`config.mk`:
```
export PLATFORM = sky130hd
export DESIGN_NAME = bmp24_stream_writer
export DESIGN_NICKNAME = d
export VERILOG_FILES = /design/src/hdl/bmp_pkg.sv /design/src/hdl/bmp_front.sv /design/src/hdl/bmp_cmdq.sv /design/src/hdl/bmp_back.sv /design/src/hdl/bmp24_stream_writer.sv
export SDC_FILE = /design/constraint.sdc
export NUM_CORES = 1
export LEC_CHECK = 0
export ABC_CLOCK_PERIOD_IN_PS = 5800
export BUFFER_PORTS_ARGS = -buffer_cell sky130_fd_sc_hd__buf_2
export CAP_MARGIN = 5
export CELL_PAD_IN_SITES_DETAIL_PLACEMENT = 0
export CELL_PAD_IN_SITES_GLOBAL_PLACEMENT = 1
export CORE_ASPECT_RATIO = 1.5
export CORE_MARGIN = 2
export CORE_UTILIZATION = 47
export DETAILED_ROUTE_END_ITERATION = 6
export HOLD_SLACK_MARGIN = 0.05
export PLACE_DENSITY_LB_ADDON = 0.1
export SYNTH_ARGS = -nofsm -noshare
export SYNTH_HDL_FRONTEND = slang
export SYNTH_HIERARCHICAL = 1
export SYNTH_SLANG_ARGS = --single-unit
```
`constraint.sdc`:
```
create_clock -name clk -period 5.8 [get_ports clk]
set_clock_uncertainty 0.2 [all_clocks]
set_input_delay 0.87 -clock clk [delete_from_list [all_inputs] [get_ports clk]]
set_output_delay 0.87 -clock clk [all_outputs]
set_load 0.02 [all_outputs]
```
`src/hdl/bmp_pkg.sv`:
```
// shared types, codes and header constants for the bmp24 stream writer
// no dependencies
package bmp_pkg;

	localparam int CFG_W             = 13;
	localparam int DEF_MAX_DIMENSION = 4096;
	localparam int CMDQ_DEPTH        = 4;
	localparam int CMDQ_PTR_W        = $clog2(CMDQ_DEPTH);
	localparam int CMDQ_CNT_W        = $clog2(CMDQ_DEPTH + 1);

	// input action codes
	localparam logic ACT_START = 1'b0;
	localparam logic ACT_PIXEL = 1'b1;

	// configuration register indexes
	localparam logic REG_IMAGE_WIDTH  = 1'b0;
	localparam logic REG_IMAGE_HEIGHT = 1'b1;

	// header layout
	localparam logic [5:0]  HDR_LAST      = 6'd53;
	localparam logic [5:0]  OFS_MAGIC_B   = 6'd0;
	localparam logic [5:0]  OFS_MAGIC_M   = 6'd1;
	localparam logic [5:0]  OFS_FILE_SIZE = 6'd2;
	localparam logic [5:0]  OFS_PIX_OFS   = 6'd10;
	localparam logic [5:0]  OFS_DIB_SIZE  = 6'd14;
	localparam logic [5:0]  OFS_WIDTH     = 6'd18;
	localparam logic [5:0]  OFS_HEIGHT    = 6'd22;
	localparam logic [5:0]  OFS_PLANES    = 6'd26;
	localparam logic [5:0]  OFS_DATA_SIZE = 6'd34;
	localparam logic [5:0]  OFS_XPPM      = 6'd38;
	localparam logic [5:0]  OFS_YPPM      = 6'd42;
	localparam logic [7:0]  MAGIC_B       = 8'h42;
	localparam logic [7:0]  MAGIC_M       = 8'h4D;
	localparam logic [31:0] HDR_BYTES     = 32'h36;
	localparam logic [31:0] DIB_BYTES     = 32'h28;
	localparam logic [15:0] PLANES        = 16'h01;
	localparam logic [15:0] BITS_PER_PIX  = 16'h18;
	localparam logic [31:0] PIX_PER_M     = {16'h0, 8'h0B, 8'h13};

	// pixel byte positions
	localparam logic [5:0] PIX_GREEN_IDX = 6'd1;
	localparam logic [5:0] PIX_RED_IDX   = 6'd2;

	typedef enum logic [1:0] {
		CMD_START = 2'd0,
		CMD_PIXEL = 2'd1,
		CMD_ERROR = 2'd2
	} cmd_kind_t;

	typedef struct packed {
		cmd_kind_t  kind;
		logic [7:0] blue;
		logic [7:0] green;
		logic [7:0] red;
		logic [1:0] pad;
		logic       frame_end;
	} cmd_t;

	typedef struct packed {
		logic valid;
		cmd_t cmd;
	} cmd_req_t;

	function automatic logic in_word(input logic [5:0] idx, input logic [5:0] base);
		return (idx >= base) && (idx < base + 6'd4);
	endfunction

	function automatic logic [7:0] word_byte(input logic [31:0] word, input logic [5:0] idx,
			input logic [5:0] base);
		logic [1:0] sel;
		sel = 2'(idx - base);
		return word[8*sel +: 8];
	endfunction

	// one byte of the 54-byte file header
	function automatic logic [7:0] hdr_byte(input logic [5:0] idx, input logic [31:0] w,
			input logic [31:0] h, input logic [31:0] data);
		logic [31:0] total_len;
		logic [7:0]  b;
		total_len = data + HDR_BYTES;
		priority if (idx == OFS_MAGIC_B) b = MAGIC_B;
		else if (idx == OFS_MAGIC_M) b = MAGIC_M;
		else if (in_word(idx, OFS_FILE_SIZE)) b = word_byte(total_len, idx, OFS_FILE_SIZE);
		else if (in_word(idx, OFS_PIX_OFS)) b = word_byte(HDR_BYTES, idx, OFS_PIX_OFS);
		else if (in_word(idx, OFS_DIB_SIZE)) b = word_byte(DIB_BYTES, idx, OFS_DIB_SIZE);
		else if (in_word(idx, OFS_WIDTH)) b = word_byte(w, idx, OFS_WIDTH);
		else if (in_word(idx, OFS_HEIGHT)) b = word_byte(h, idx, OFS_HEIGHT);
		else if (in_word(idx, OFS_PLANES))
			b = word_byte({BITS_PER_PIX, PLANES}, idx, OFS_PLANES);
		else if (in_word(idx, OFS_DATA_SIZE)) b = word_byte(data, idx, OFS_DATA_SIZE);
		else if (in_word(idx, OFS_XPPM)) b = word_byte(PIX_PER_M, idx, OFS_XPPM);
		else if (in_word(idx, OFS_YPPM)) b = word_byte(PIX_PER_M, idx, OFS_YPPM);
		else b = 8'h00;
		return b;
	endfunction

endpackage

```
`src/hdl/bmp_front.sv`:
```
// front end: accepts items, tracks row and column, classifies each item into a command
// depends on bmp_pkg
module bmp_front #(
	parameter int MAX_DIMENSION = bmp_pkg::DEF_MAX_DIMENSION,
	localparam int DIM_W = $clog2(MAX_DIMENSION + 1)
) (
	input  logic                clk,
	input  logic                arst_n,
	input  logic                in_valid,
	input  logic                q_full,
	input  logic                action,
	input  logic [7:0]          blue,
	input  logic [7:0]          green,
	input  logic [7:0]          red,
	input  logic [DIM_W-1:0]    used_w,
	input  logic [DIM_W-1:0]    used_h,
	output bmp_pkg::cmd_req_t   push
);

	logic [DIM_W-1:0] column_q;
	logic [DIM_W-1:0] row_q;
	logic             active_q;
	logic             accept;
	logic [DIM_W-1:0] col_next;
	logic [DIM_W-1:0] row_next;
	logic             row_end;
	logic             frame_end;

	assign accept    = in_valid && !q_full;
	assign col_next  = column_q + DIM_W'(1);
	assign row_next  = row_q + DIM_W'(1);
	assign row_end   = col_next >= used_w;
	assign frame_end = row_end && (row_next >= used_h);

	always_comb begin
		push.valid         = accept;
		push.cmd.blue      = blue;
		push.cmd.green     = green;
		push.cmd.red       = red;
		push.cmd.pad       = row_end ? used_w[1:0] : 2'd0;
		push.cmd.frame_end = frame_end;
		if (action == bmp_pkg::ACT_START) begin
			push.cmd.kind = bmp_pkg::CMD_START;
		end else if (!active_q) begin
			push.cmd.kind = bmp_pkg::CMD_ERROR;
		end else begin
			push.cmd.kind = bmp_pkg::CMD_PIXEL;
		end
	end

	always_ff @(posedge clk or negedge arst_n) begin
		if (!arst_n) begin
			column_q <= '0;
			row_q    <= '0;
			active_q <= 1'b0;
		end else if (accept) begin
			if (action == bmp_pkg::ACT_START) begin
				column_q <= '0;
				row_q    <= '0;
				active_q <= 1'b1;
			end else if (active_q) begin
				if (frame_end) begin
					column_q <= '0;
					row_q    <= '0;
					active_q <= 1'b0;
				end else if (row_end) begin
					column_q <= '0;
					row_q    <= row_next;
				end else begin
					column_q <= col_next;
				end
			end
		end
	end

endmodule

```
`src/hdl/bmp_cmdq.sv`:
```
// short command queue between the front end and the byte emitter
// depends on bmp_pkg
module bmp_cmdq (
	input  logic               clk,
	input  logic               arst_n,
	input  bmp_pkg::cmd_req_t  push,
	input  logic               pop,
	output logic               full,
	output bmp_pkg::cmd_req_t  head
);

	bmp_pkg::cmd_t                    slot_q [bmp_pkg::CMDQ_DEPTH];
	logic [bmp_pkg::CMDQ_PTR_W-1:0]   wr_ptr_q;
	logic [bmp_pkg::CMDQ_PTR_W-1:0]   rd_ptr_q;
	logic [bmp_pkg::CMDQ_CNT_W-1:0]   count_q;
	logic                             do_pop;

	localparam logic [bmp_pkg::CMDQ_PTR_W-1:0] LAST_PTR =
		bmp_pkg::CMDQ_PTR_W'(bmp_pkg::CMDQ_DEPTH - 1);
	localparam logic [bmp_pkg::CMDQ_CNT_W-1:0] FULL_CNT =
		bmp_pkg::CMDQ_CNT_W'(bmp_pkg::CMDQ_DEPTH);

	assign full       = count_q == FULL_CNT;
	assign head.valid = count_q != '0;
	assign head.cmd   = slot_q[rd_ptr_q];
	assign do_pop     = pop && head.valid;

	always_ff @(posedge clk) begin
		if (push.valid) begin
			slot_q[wr_ptr_q] <= push.cmd;
		end
	end

	always_ff @(posedge clk or negedge arst_n) begin
		if (!arst_n) begin
			wr_ptr_q <= '0;
			rd_ptr_q <= '0;
			count_q  <= '0;
		end else begin
			if (push.valid) begin
				wr_ptr_q <= (wr_ptr_q == LAST_PTR) ? '0 : wr_ptr_q + 1'b1;
			end
			if (do_pop) begin
				rd_ptr_q <= (rd_ptr_q == LAST_PTR) ? '0 : rd_ptr_q + 1'b1;
			end
			if (push.valid && !do_pop) begin
				count_q <= count_q + 1'b1;
			end else if (do_pop && !push.valid) begin
				count_q <= count_q - 1'b1;
			end
		end
	end

endmodule

```
`src/hdl/bmp_back.sv`:
```
// back end: expands queued commands into file bytes, one per cycle unless out_stall holds the output register
// depends on bmp_pkg
module bmp_back #(
	parameter int MAX_DIMENSION = bmp_pkg::DEF_MAX_DIMENSION,
	localparam int DIM_W = $clog2(MAX_DIMENSION + 1)
) (
	input  logic               clk,
	input  logic               arst_n,
	input  bmp_pkg::cmd_req_t  head,
	output logic               pop,
	input  logic [DIM_W-1:0]   used_w,
	input  logic [DIM_W-1:0]   used_h,
	output logic               out_valid,
	input  logic               out_stall,
	output logic [7:0]         out_byte,
	output logic               run_last,
	output logic               frame_done,
	output logic               seq_error
);

	localparam int ROW_W  = $clog2(3 * MAX_DIMENSION + 4);
	localparam int PROD_W = ROW_W + DIM_W;

	logic                busy_q;
	bmp_pkg::cmd_kind_t  kind_q;
	logic [5:0]          idx_q;
	logic [7:0]          green_q;
	logic [7:0]          red_q;
	logic [1:0]          pad_q;
	logic                fend_q;
	logic [ROW_W-1:0]    row_bytes_q;
	logic [31:0]         data_q;
	logic [PROD_W-1:0]   prod;

	logic                out_valid_q;
	logic [7:0]          out_byte_q;
	logic                run_last_q;
	logic                frame_done_q;
	logic                seq_error_q;

	logic                advance;
	logic [7:0]          nxt_byte;
	logic                nxt_last;
	logic                nxt_done;
	logic                nxt_err;

	assign advance = !out_valid_q || !out_stall;
	assign pop     = advance && !busy_q && head.valid;
	assign prod    = PROD_W'(row_bytes_q) * PROD_W'(used_h);

	// padded row size and pixel data size follow the registers; they settle well
	// before the header bytes that carry them
	always_ff @(posedge clk) begin
		row_bytes_q <= ROW_W'({used_w, 1'b0}) + ROW_W'(used_w) + ROW_W'(used_w[1:0]);
		data_q      <= 32'(prod);
	end

	always_comb begin
		nxt_byte = 8'h00;
		nxt_last = 1'b0;
		nxt_done = 1'b0;
		nxt_err  = 1'b0;
		if (busy_q) begin
			unique case (kind_q)
				bmp_pkg::CMD_START: begin
					nxt_byte = bmp_pkg::hdr_byte(idx_q, 32'(used_w), 32'(used_h), data_q);
					nxt_last = idx_q == bmp_pkg::HDR_LAST;
				end
				bmp_pkg::CMD_PIXEL: begin
					priority if (idx_q == bmp_pkg::PIX_GREEN_IDX) begin
						nxt_byte = green_q;
					end else if (idx_q == bmp_pkg::PIX_RED_IDX) begin
						nxt_byte = red_q;
						nxt_last = pad_q == 2'd0;
					end else begin
						nxt_last = idx_q == bmp_pkg::PIX_RED_IDX + 6'(pad_q);
					end
					nxt_done = fend_q && nxt_last;
				end
				default: begin
					nxt_last = 1'b1;
					nxt_err  = 1'b1;
				end
			endcase
		end else begin
			unique case (head.cmd.kind)
				bmp_pkg::CMD_START: nxt_byte = bmp_pkg::MAGIC_B;
				bmp_pkg::CMD_PIXEL: nxt_byte = head.cmd.blue;
				default: begin
					nxt_last = 1'b1;
					nxt_err  = 1'b1;
				end
			endcase
		end
	end

	always_ff @(posedge clk or negedge arst_n) begin
		if (!arst_n) begin
			busy_q      <= 1'b0;
			out_valid_q <= 1'b0;
		end else if (advance) begin
			out_valid_q <= busy_q || head.valid;
			if (busy_q) begin
				if (nxt_last) begin
					busy_q <= 1'b0;
				end
			end else if (head.valid) begin
				busy_q <= head.cmd.kind != bmp_pkg::CMD_ERROR;
			end
		end
	end

	always_ff @(posedge clk) begin
		if (advance) begin
			out_byte_q   <= nxt_byte;
			run_last_q   <= nxt_last;
			frame_done_q <= nxt_done;
			seq_error_q  <= nxt_err;
			if (busy_q) begin
				idx_q <= idx_q + 6'd1;
			end else if (head.valid) begin
				kind_q  <= head.cmd.kind;
				idx_q   <= 6'd1;
				green_q <= head.cmd.green;
				red_q   <= head.cmd.red;
				pad_q   <= head.cmd.pad;
				fend_q  <= head.cmd.frame_end;
			end
		end
	end

	assign out_valid  = out_valid_q;
	assign out_byte   = out_byte_q;
	assign run_last   = run_last_q;
	assign frame_done = frame_done_q;
	assign seq_error  = seq_error_q;

endmodule

```
`src/hdl/bmp24_stream_writer.sv`:
```
// top level of the 24-bit bmp byte stream writer: registers, dimension clamp, front, queue, back
// depends on bmp_pkg, bmp_front, bmp_cmdq, bmp_back
//
// Streams a 24-bit uncompressed bmp file one byte per output request. A start
// request (action 0) produces the 54-byte header; a pixel request produces
// blue, green, red, plus 1 to 3 zero pad bytes at the end of a row whose byte
// count is not a multiple of four; a pixel outside an open frame produces one
// error byte. The single byte-wide output register sets the pace: one byte
// leaves per cycle unless out_stall holds it, and a new request starts only
// after the last byte of the previous one. Input requests are taken while the
// 4-entry command queue has room, so the input side keeps moving while the
// output stalls. Width and height of 0 act as 1 and values above MAX_DIMENSION
// act as MAX_DIMENSION; write them only while the block is idle.
module bmp24_stream_writer #(
	parameter int MAX_DIMENSION = bmp_pkg::DEF_MAX_DIMENSION
) (
	input  logic                      clk,
	input  logic                      arst_n,
	input  logic                      cfg_we,
	input  logic                      cfg_index,
	input  logic [bmp_pkg::CFG_W-1:0] cfg_data,
	input  logic                      in_valid,
	output logic                      in_stall,
	input  logic                      action,
	input  logic [7:0]                blue,
	input  logic [7:0]                green,
	input  logic [7:0]                red,
	output logic                      out_valid,
	input  logic                      out_stall,
	output logic [7:0]                out_byte,
	output logic                      run_last,
	output logic                      frame_done,
	output logic                      seq_error
);

	localparam int DIM_W = $clog2(MAX_DIMENSION + 1);

	logic [bmp_pkg::CFG_W-1:0] image_width_q;
	logic [bmp_pkg::CFG_W-1:0] image_height_q;
	logic [DIM_W-1:0]          used_w;
	logic [DIM_W-1:0]          used_h;
	logic                      q_full;
	logic                      q_pop;
	bmp_pkg::cmd_req_t         q_push;
	bmp_pkg::cmd_req_t         q_head;

	function automatic logic [DIM_W-1:0] clamp_dim(input logic [bmp_pkg::CFG_W-1:0] v);
		logic [DIM_W-1:0] r;
		if (v == '0) begin
			r = DIM_W'(1);
		end else if (32'(v) > 32'(MAX_DIMENSION)) begin
			r = DIM_W'(MAX_DIMENSION);
		end else begin
			r = DIM_W'(v);
		end
		return r;
	endfunction

	always_ff @(posedge clk or negedge arst_n) begin
		if (!arst_n) begin
			image_width_q  <= bmp_pkg::CFG_W'(1);
			image_height_q <= bmp_pkg::CFG_W'(1);
		end else if (cfg_we) begin
			unique case (cfg_index)
				bmp_pkg::REG_IMAGE_WIDTH:  image_width_q  <= cfg_data;
				bmp_pkg::REG_IMAGE_HEIGHT: image_height_q <= cfg_data;
				default: ;
			endcase
		end
	end

	assign used_w   = clamp_dim(image_width_q);
	assign used_h   = clamp_dim(image_height_q);
	assign in_stall = q_full;

	bmp_front #(
		.MAX_DIMENSION(MAX_DIMENSION)
	) u_front (
		.clk      (clk),
		.arst_n   (arst_n),
		.in_valid (in_valid),
		.q_full   (q_full),
		.action   (action),
		.blue     (blue),
		.green    (green),
		.red      (red),
		.used_w   (used_w),
		.used_h   (used_h),
		.push     (q_push)
	);

	bmp_cmdq u_cmdq (
		.clk    (clk),
		.arst_n (arst_n),
		.push   (q_push),
		.pop    (q_pop),
		.full   (q_full),
		.head   (q_head)
	);

	bmp_back #(
		.MAX_DIMENSION(MAX_DIMENSION)
	) u_back (
		.clk        (clk),
		.arst_n     (arst_n),
		.head       (q_head),
		.pop        (q_pop),
		.used_w     (used_w),
		.used_h     (used_h),
		.out_valid  (out_valid),
		.out_stall  (out_stall),
		.out_byte   (out_byte),
		.run_last   (run_last),
		.frame_done (frame_done),
		.seq_error  (seq_error)
	);

endmodule

```
Word-level counts from Yosys, hierarchy flattened
Memories as Yosys holds them, arrays and structs flattened.
Cells that the tools add are included.
Widths: inputs -> output; s select.
{"block": "classes", "addsub": 20, "mul": 1, "order_cmp": 22, "eq_ne": 12, "shift": 9, "muxes": 54, "bitwise": 2, "reduce_logical": 43}
{"op": "$shiftx 32x6->8 const A", "count": 5}
{"op": "$mux 13", "count": 12}
{"op": "$shiftx 32x6->8", "count": 4}
{"op": "$mux 8", "count": 14}
{"op": "$pmux 8 s2", "count": 2}
{"op": "$add 27x6->28 const B", "count": 1}
{"op": "$mul 14x13->27", "count": 1}
{"op": "$add 13x1->13 const B", "count": 2}
{"op": "$ge 13x13->1", "count": 2}
{"op": "$gt 13x13->1 const B", "count": 2}
{"op": "$logic_not 13->1", "count": 2}
{"op": "$lt 6x5->1 const B", "count": 4}
{"op": "$ge 6x5->1 const B", "count": 3}
{"op": "$ge 6x6->1 const B", "count": 3}
{"op": "$lt 6x6->1 const B", "count": 3}
{"op": "$sub 2x2->2 const B", "count": 9}
{"op": "$logic_and 1x1->1", "count": 17}
{"op": "$mux 1", "count": 16}
{"op": "$add 14x13->14", "count": 1}
{"op": "$add 14x2->14", "count": 1}
{"op": "$ge 6x4->1 const B", "count": 2}
{"op": "$mux 6", "count": 2}
{"op": "$mux 2", "count": 5}
{"op": "$reduce_and 2->1", "count": 5}
{"op": "29 further kinds", "count": 45}
{"block": "totals", "regBits": 141, "ramBits": 116, "inputBits": 44, "output_inout_bits": 13, "word_cells": 186, "mem_count": 1}
{"memory": "u_cmdq.slot_q", "words": 4, "word_bits": 29, "rd": 1, "rd_clocked_by_memory_dff": 0, "wr": 1, "line_no": "bmp_cmdq.sv:12", "rtl": "bmp_pkg::cmd_t slot_q [bmp_pkg::CMDQ_DEPTH];"}

Logic depth before layout (Yosys ltp)
{"block": "logic_depth", "word_depth": 15, "depth_mapped": 21, "mapped_depth_nobuf": 19}

Hierarchy
Netlist, hierarchy kept.
{"module": "bmp_back", "instances": 1, "cells_each": 1100, "area_each_um2": 9839.4, "seq_area_each_um2": 1931.9}
{"module": "bmp_cmdq", "instances": 1, "cells_each": 188, "area_each_um2": 4619.4, "seq_area_each_um2": 3658.5}
{"module": "bmp_front", "instances": 1, "cells_each": 286, "area_each_um2": 2493.6, "seq_area_each_um2": 675.6}
{"module": "bmp24_stream_writer", "instances": 1, "cells_each": 92, "area_each_um2": 1243.7, "seq_area_each_um2": 653.1}

Worst setup path before layout
OpenSTA, ideal clock, no wires.
{"block": "synth_timing", "kind": "register to register", "from": "reg image_height_q[12] (netlist name)", "to": "reg u_back.data_q[23]", "setup_time_ns": 0.127, "arrival_ns": 5.234, "required_time_ns": 5.473, "slack_ns": 0.239, "path_stages_with_launch": 20, "n_path_buf": 2, "synth_period_minus_slack_ns": 5.561, "cell_sequence": "dfrtp_1 > clkbuf_1 > nor2b_1 > clkbuf_1 > nand2_1 > fa_1 > fa_1 > fa_1 > inv_1 > fa_1 > inv_1 > fa_1 > inv_1 > ha_1 > a21oi_1 > o21ai_0 > a21o_1 > a21oi_1 > o21ai_0 > xor2_1"}
{"block": "synth_between", "elab_chain_len": 4, "word_cells_on_any_way": 5, "classes_between": "1 x mul; 1 x order compare; 2 x mux; 1 x reduce/logical"}
{"item": "start: declaration", "line_no": "bmp24_stream_writer.sv:39", "rtl": "logic [bmp_pkg::CFG_W-1:0] image_height_q;"}
{"item": "start signal: assignment", "line_no": "bmp24_stream_writer.sv:62", "rtl": "image_height_q <= bmp_pkg::CFG_W'(1);"}
{"item": "start signal: assignment", "line_no": "bmp24_stream_writer.sv:66", "rtl": "bmp_pkg::REG_IMAGE_HEIGHT: image_height_q <= cfg_data;"}
{"item": "$gt 13x13->1", "line_no": "bmp24_stream_writer.sv:51", "rtl": "end else if (32'(v) > 32'(MAX_DIMENSION)) begin"}
{"item": "$mux 13", "line_no": "bmp24_stream_writer.sv:51"}
{"item": "$mux 13 *", "line_no": "bmp24_stream_writer.sv:49", "rtl": "if (v == '0) begin"}
{"item": "named net used_h[6]", "line_no": "bmp24_stream_writer.sv:41", "rtl": "logic [DIM_W-1:0] used_h;"}
{"item": "$mul 14x13->27 *", "line_no": "bmp_back.sv:49", "rtl": "assign prod = PROD_W'(row_bytes_q) * PROD_W'(used_h);"}
{"item": "named net u_back.prod[23]", "line_no": "bmp_back.sv:33", "rtl": "logic [PROD_W-1:0] prod;"}
{"item": "end signal: assignment", "line_no": "bmp_back.sv:55", "rtl": "data_q <= 32'(prod);"}
{"item": "end: declaration", "line_no": "bmp_back.sv:32", "rtl": "logic [31:0] data_q;"}
Mark *: on every way through the listed nets, which the timed path passes. The rest lies on a longest branch.
A chain may end at the register's enable or synchronous reset.

Worst setup path after layout
{"block": "layout_timing", "from": "reg image_height_q[12] (netlist name)", "to": "reg u_back.data_q[22]"}
The elaborated chain is that of the path after synthesis.

==> impl_metrics.csv <==
group,metric,value,unit
timing,setup_tns,0,ps
route,met3_length,1.53,mm
floorplanning,io_pins,57,
pwr,p_int,6.28,mW
worst_setup_path,r2r_slack,220,ps
final_layout,final_nets,1994,
route,drc,0,
timing,fin_hold_ws,284,ps
synthesis,synth_cells,1666,
route,dr.pass1.iters,5,
pwr,p_clk_frac,0.133,
clock_tree,path_clk_slew,60,ps
clock_tree,cts_max_path_buffers,3,
worst_setup_path,path_common_cell,"fa_1",
worst_setup_path,cp_cell_sequence,"buf_2 > nor2b_1 > buf_12 > nand2_1 > fa_1 > fa_1 > inv_1 > fa_1 > fa_1 > inv_1 > fa_1 > inv_1 > ha_1 > nand4_1 > nor2_2 > a21oi_2 > or2_2 > o21ai_1 > xor2_1",
global_route,antenna_found_initial,1,
clock_tree,clock_latency,550,ps
worst_setup_path,r2r_end,"u_back/data_q[22]$_DFF_P_",
pwr,cellLeakagePower,8.56,nW
clock_tree,htreeDepth,1,
synthesis,ys.flop_type,"edfxtp_1",
floorplanning,die_h,245,um
placement,gp_congestion,0.850,
floorplanning,num_rows,88,
route,vias_per_cell,5.56,
final_layout,diodes,0,
timing,relSlewSlack,0.339,
synthesis,ys_warn_count,6,
route,ant_nets,0,
hold_path,holdCritStartpoint,"u_cmdq/count_q[2]$_DFFE_PN0P_",
worst_setup_path,arrival,5860,ps
synthesis,synth.area.top_cells,"edfxtp_1 (25%), fa_1 (12%), ha_1 (8.9%), dfrtp_1 (8.3%), inv_1 (4.4%)",
worst_setup_path,critPathMaxStageDelay,550,ps
final_layout,ff_latch_area,6920,um^2
timing,fin_crit,5580,ps
worst_setup_path,worstSetupEndpointType,"flip-flop",
worst_setup_path,path_max_fanout,14,
pwr,combPwrFrac,0.604,
timing,period_share,0.962,
pwr,p_sw,5.41,mW
status,status,"finished clean",
synthesis,synth_edf_count,154,
clock_tree,cts_sinks,253,
worst_setup_path,start_kind,"flip-flop",
timing,finalHoldViolCount,0,
synthesis,ys_seq_elements,253,
global_route,grt_max_degree,63,
timing,final-setup-viol-count,0,
route,route.vias.total,12357,
final_layout,drive_gt1_frac,0.153,
synthesis,yosysUniqueCellTypes,101,
synthesis,ys_seq_area_frac,0.380,
global_route,grt_pass1_wl,73.0,mm
hold_path,min_path_type,"flip-flop to flip-flop",
timing,final_max_slew_viol_count,0,
route,top_layer_used,"met5",
final_layout,areaGrowthSynthToFinish,9.17,%
pwr,swShare,0.463,
worst_setup_path,reg2reg_depth,19,
placement,place_inst,2166,
pwr,ir_worst_vdd,0.536,mV
hold_path,min_path_cells,1,
pwr,seqPwrFrac,0.263,
synthesis,avgSynthCellArea,10.9,um^2
timing,worstMarginPinSlew,992,ps
floorplanning,die_width,165,um
hold_path,hold_end,"u_cmdq/count_q[2]$_DFFE_PN0P_",
floorplanning,start_util,0.475,
global_route,grt_overflow_total,0,
global_route,track_usage,0.236,
synthesis,synth_nets,1952,
route,dr_wl_met2,24.7,mm
synthesis,netlist_area,18200,um^2
global_route,grt_pass1_vias,13194,
clock_tree,hold_buffers,0,
worst_setup_path,critical_path_class,"flip-flop to flip-flop",
timing,fmax,179,MHz
synthesis,yosys.area.top_type_share,0.254,
job,maxCapViolCount,0,
floorplanning,core,38300,um^2
floorplanning,die-area,40300,um^2
synthesis,async_reset_ff_frac,0.245,
clock_tree,numCtsBuffers,26,
route,wl_met1,17.6,mm
final_layout,fill_cells,3589,
worst_setup_path,r2r-start,"image_height_q[12]$_DFFE_PN0P_",
worst_setup_path,crit_slowest_cell,"fa_1",
worst_setup_path,worstPathRequired,6080,ps
route,drt_iter0_markers,629,
pwr,powerDensity,588,nW/um^2
clock_tree,cts_root_buf,"clkbuf_16",
clock_tree,cts_tree,"built",
route,wl,45.6,mm
synthesis,yosys.area.top_type,"edfxtp_1",
route,wire_per_inst,20.5,um
placement,port_buffers,56,
final_layout,instances_no_fill,2222,
placement,dp_hpwl,35.0,mm
final_layout,multi_input_area,10000,um^2
-- cell families (layout without fill, tap and decap cells) --
family,after synthesis,in the layout,synth area share
AND/OR/NAND/NOR,462,462,0.136
AO/OA/AOI/OAI,246,246,0.0930
buffers and inverters,310,371,0.0721
multiplexers,80,80,0.0704
flip-flops,253,253,0.380
adder cells (fa/ha/maj),242,242,0.213
XOR/XNOR,73,73,0.0356
-- layout by cell type (no fill, tap or decap), drive strengths merged, types with 12 or more instances in the layout --
| cell type | count |
|---|---|
| mux2 | 35 |
| nor3 | 15 |
| mux4 | 31 |
| fa | 113 |
| nand3 | 37 |
| nor2 | 43 |
| o21ai | 63 |
| nand4 | 13 |
| inv | 220 |
| clkbuf | 27 |
| xor2 | 32 |
| o211ai | 15 |
| dfxtp | 37 |
| mux2i | 14 |
| clkinv | 12 |
| dfrtp | 60 |
| a32o | 18 |
| nor2b | 38 |
| nand2 | 166 |
| ha | 129 |
| a21oi | 47 |
| edfxtp | 154 |
| nor4 | 13 |
| a211oi | 12 |
| and2 | 79 |
| xnor2 | 41 |
| buf | 107 |
-- sequential cells by signal, indices dropped and copies added (netlist names) --
signal	count
u_back/frame_done	1
image_width_q	13
u_back/run_last	1
u_back/row_bytes_q	12
u_cmdq/rd_ptr_q	2
u_back/seq_error	1
u_back/out_valid	1
u_back/data_q	25
u_back/fend_q	1
u_cmdq/slot_q	116
u_front/column_q	13
u_back/busy_q	1
u_back/kind_q	2
image_height_q	13
u_back/out_byte	8
u_cmdq/count_q	3
u_back/green_q	8
u_back/idx_q	6
u_back/red_q	8
u_front/active_q	1
u_cmdq/wr_ptr_q	2
u_back/pad_q	2
u_front/row_q	13
-- worst max path at each step --
stage	end	startpoint
after global routing	u_back/data_q[22]$_DFF_P_	image_height_q[12]$_DFFE_PN0P_
after detailed placement	u_back/data_q[23]$_DFF_P_	image_height_q[12]$_DFFE_PN0P_
final	u_back/data_q[22]$_DFF_P_	image_height_q[12]$_DFFE_PN0P_
after CTS	u_back/data_q[23]$_DFF_P_	image_height_q[12]$_DFFE_PN0P_
after floorplan	u_back/data_q[23]$_DFF_P_	image_height_q[12]$_DFFE_PN0P_
after global placement	u_back/data_q[25]$_DFF_P_	image_height_q[12]$_DFFE_PN0P_
-- critical path, delay by kind of cell (launching register included) --
family / cells / cell delay [ps]
DFF: 1 / 420
buffers and inverters: 5 / 520
AOI/OAI and AO/OA: 2 / 260
xor gates and xnor gates: 1 / 160
adders and majority gates: 6 / 2930
and+or+nand+nor: 5 / 1030
-- cell type report --
class / instances / area share
multi-input combinational: 1103 / 0.503
sequential: 253 / 0.348
inverter: 217 / 0.0410
timing repair buffer: 107 / 0.0360
clock buffer: 27 / 0.0329
tap: 495 / 0.0312
clock inverter: 20 / 0.00699
-- power by group through the flow --
| stage | registers, mW | clock network (mW) | logic, mW |
|---|---|---|---|
| 5_1_grt | 3.14 | 1.67 | 8.02 |
| 2_1_floorplan | 2.79 | 0 | 5.14 |
| 6_report | 3.08 | 1.55 | 7.06 |
| 3_3_place_gp | 3.11 | 0 | 7.00 |
| 4_1_cts | 3.08 | 1.60 | 7.10 |
| 3_5_place_dp | 3.11 | 0 | 7.05 |
-- timing repair --
action | in CTS | in global routing
pin swaps | 0 | 3
setup endpoints to repair | 3 | 6
resized for setup | 1 | 14
buffers inserted | 0 | 9
hold endpoints to repair | 0 | 0
-- through the flow --
| step | power (mW) | utilization | worst slack, ps | instance area, um^2 |
|---|---|---|---|---|
| 5_1_grt | 12.8 | 0.518 | -20.4 | 19900 |
| 3_3_place_gp | 10.1 | 0.495 | 13.2 | 19000 |
| 6_report | 11.7 | 0.518 | 220 | 19900 |
| 2_1_floorplan | 7.94 | - | 239 | 18200 |
| 4_1_cts | 11.8 | 0.515 | 122 | 19700 |
| 3_5_place_dp | 10.2 | 0.495 | -53.0 | 19000 |
-- cells in the mapped netlist (11+ instances only) --
| master | number |
|---|---|
| and2_1 | 79 |
| mux4_2 | 30 |
| xnor2_1 | 40 |
| dfrtp_1 | 60 |
| edfxtp_1 | 154 |
| a32o_1 | 18 |
| o211ai_1 | 15 |
| nand2b_1 | 11 |
| inv_1 | 215 |
| a211oi_1 | 11 |
| mux2i_1 | 14 |
| mux2_4 | 12 |
| nor3_1 | 14 |
| nand3_1 | 35 |
| fa_1 | 113 |
| clkbuf_1 | 50 |
| nand2_1 | 164 |
| ha_1 | 129 |
| xor2_1 | 32 |
| nand4_1 | 11 |
| nor2_1 | 42 |
| a22oi_1 | 11 |
| o21ai_0 | 55 |
| nor4_1 | 12 |
| a21oi_1 | 46 |
| buf_4 | 26 |
| nor2b_1 | 36 |
| mux2_2 | 23 |
| dfxtp_1 | 37 |
-- routing by layer --
metal	GRT usage	vias up
li1	-	5828
met3	0.0223	87
met5	0	-
met1	0.279	6171
met2	0.440	269
met4	0.0849	2
Note: power is estimated with default switching activity, not from simulation.
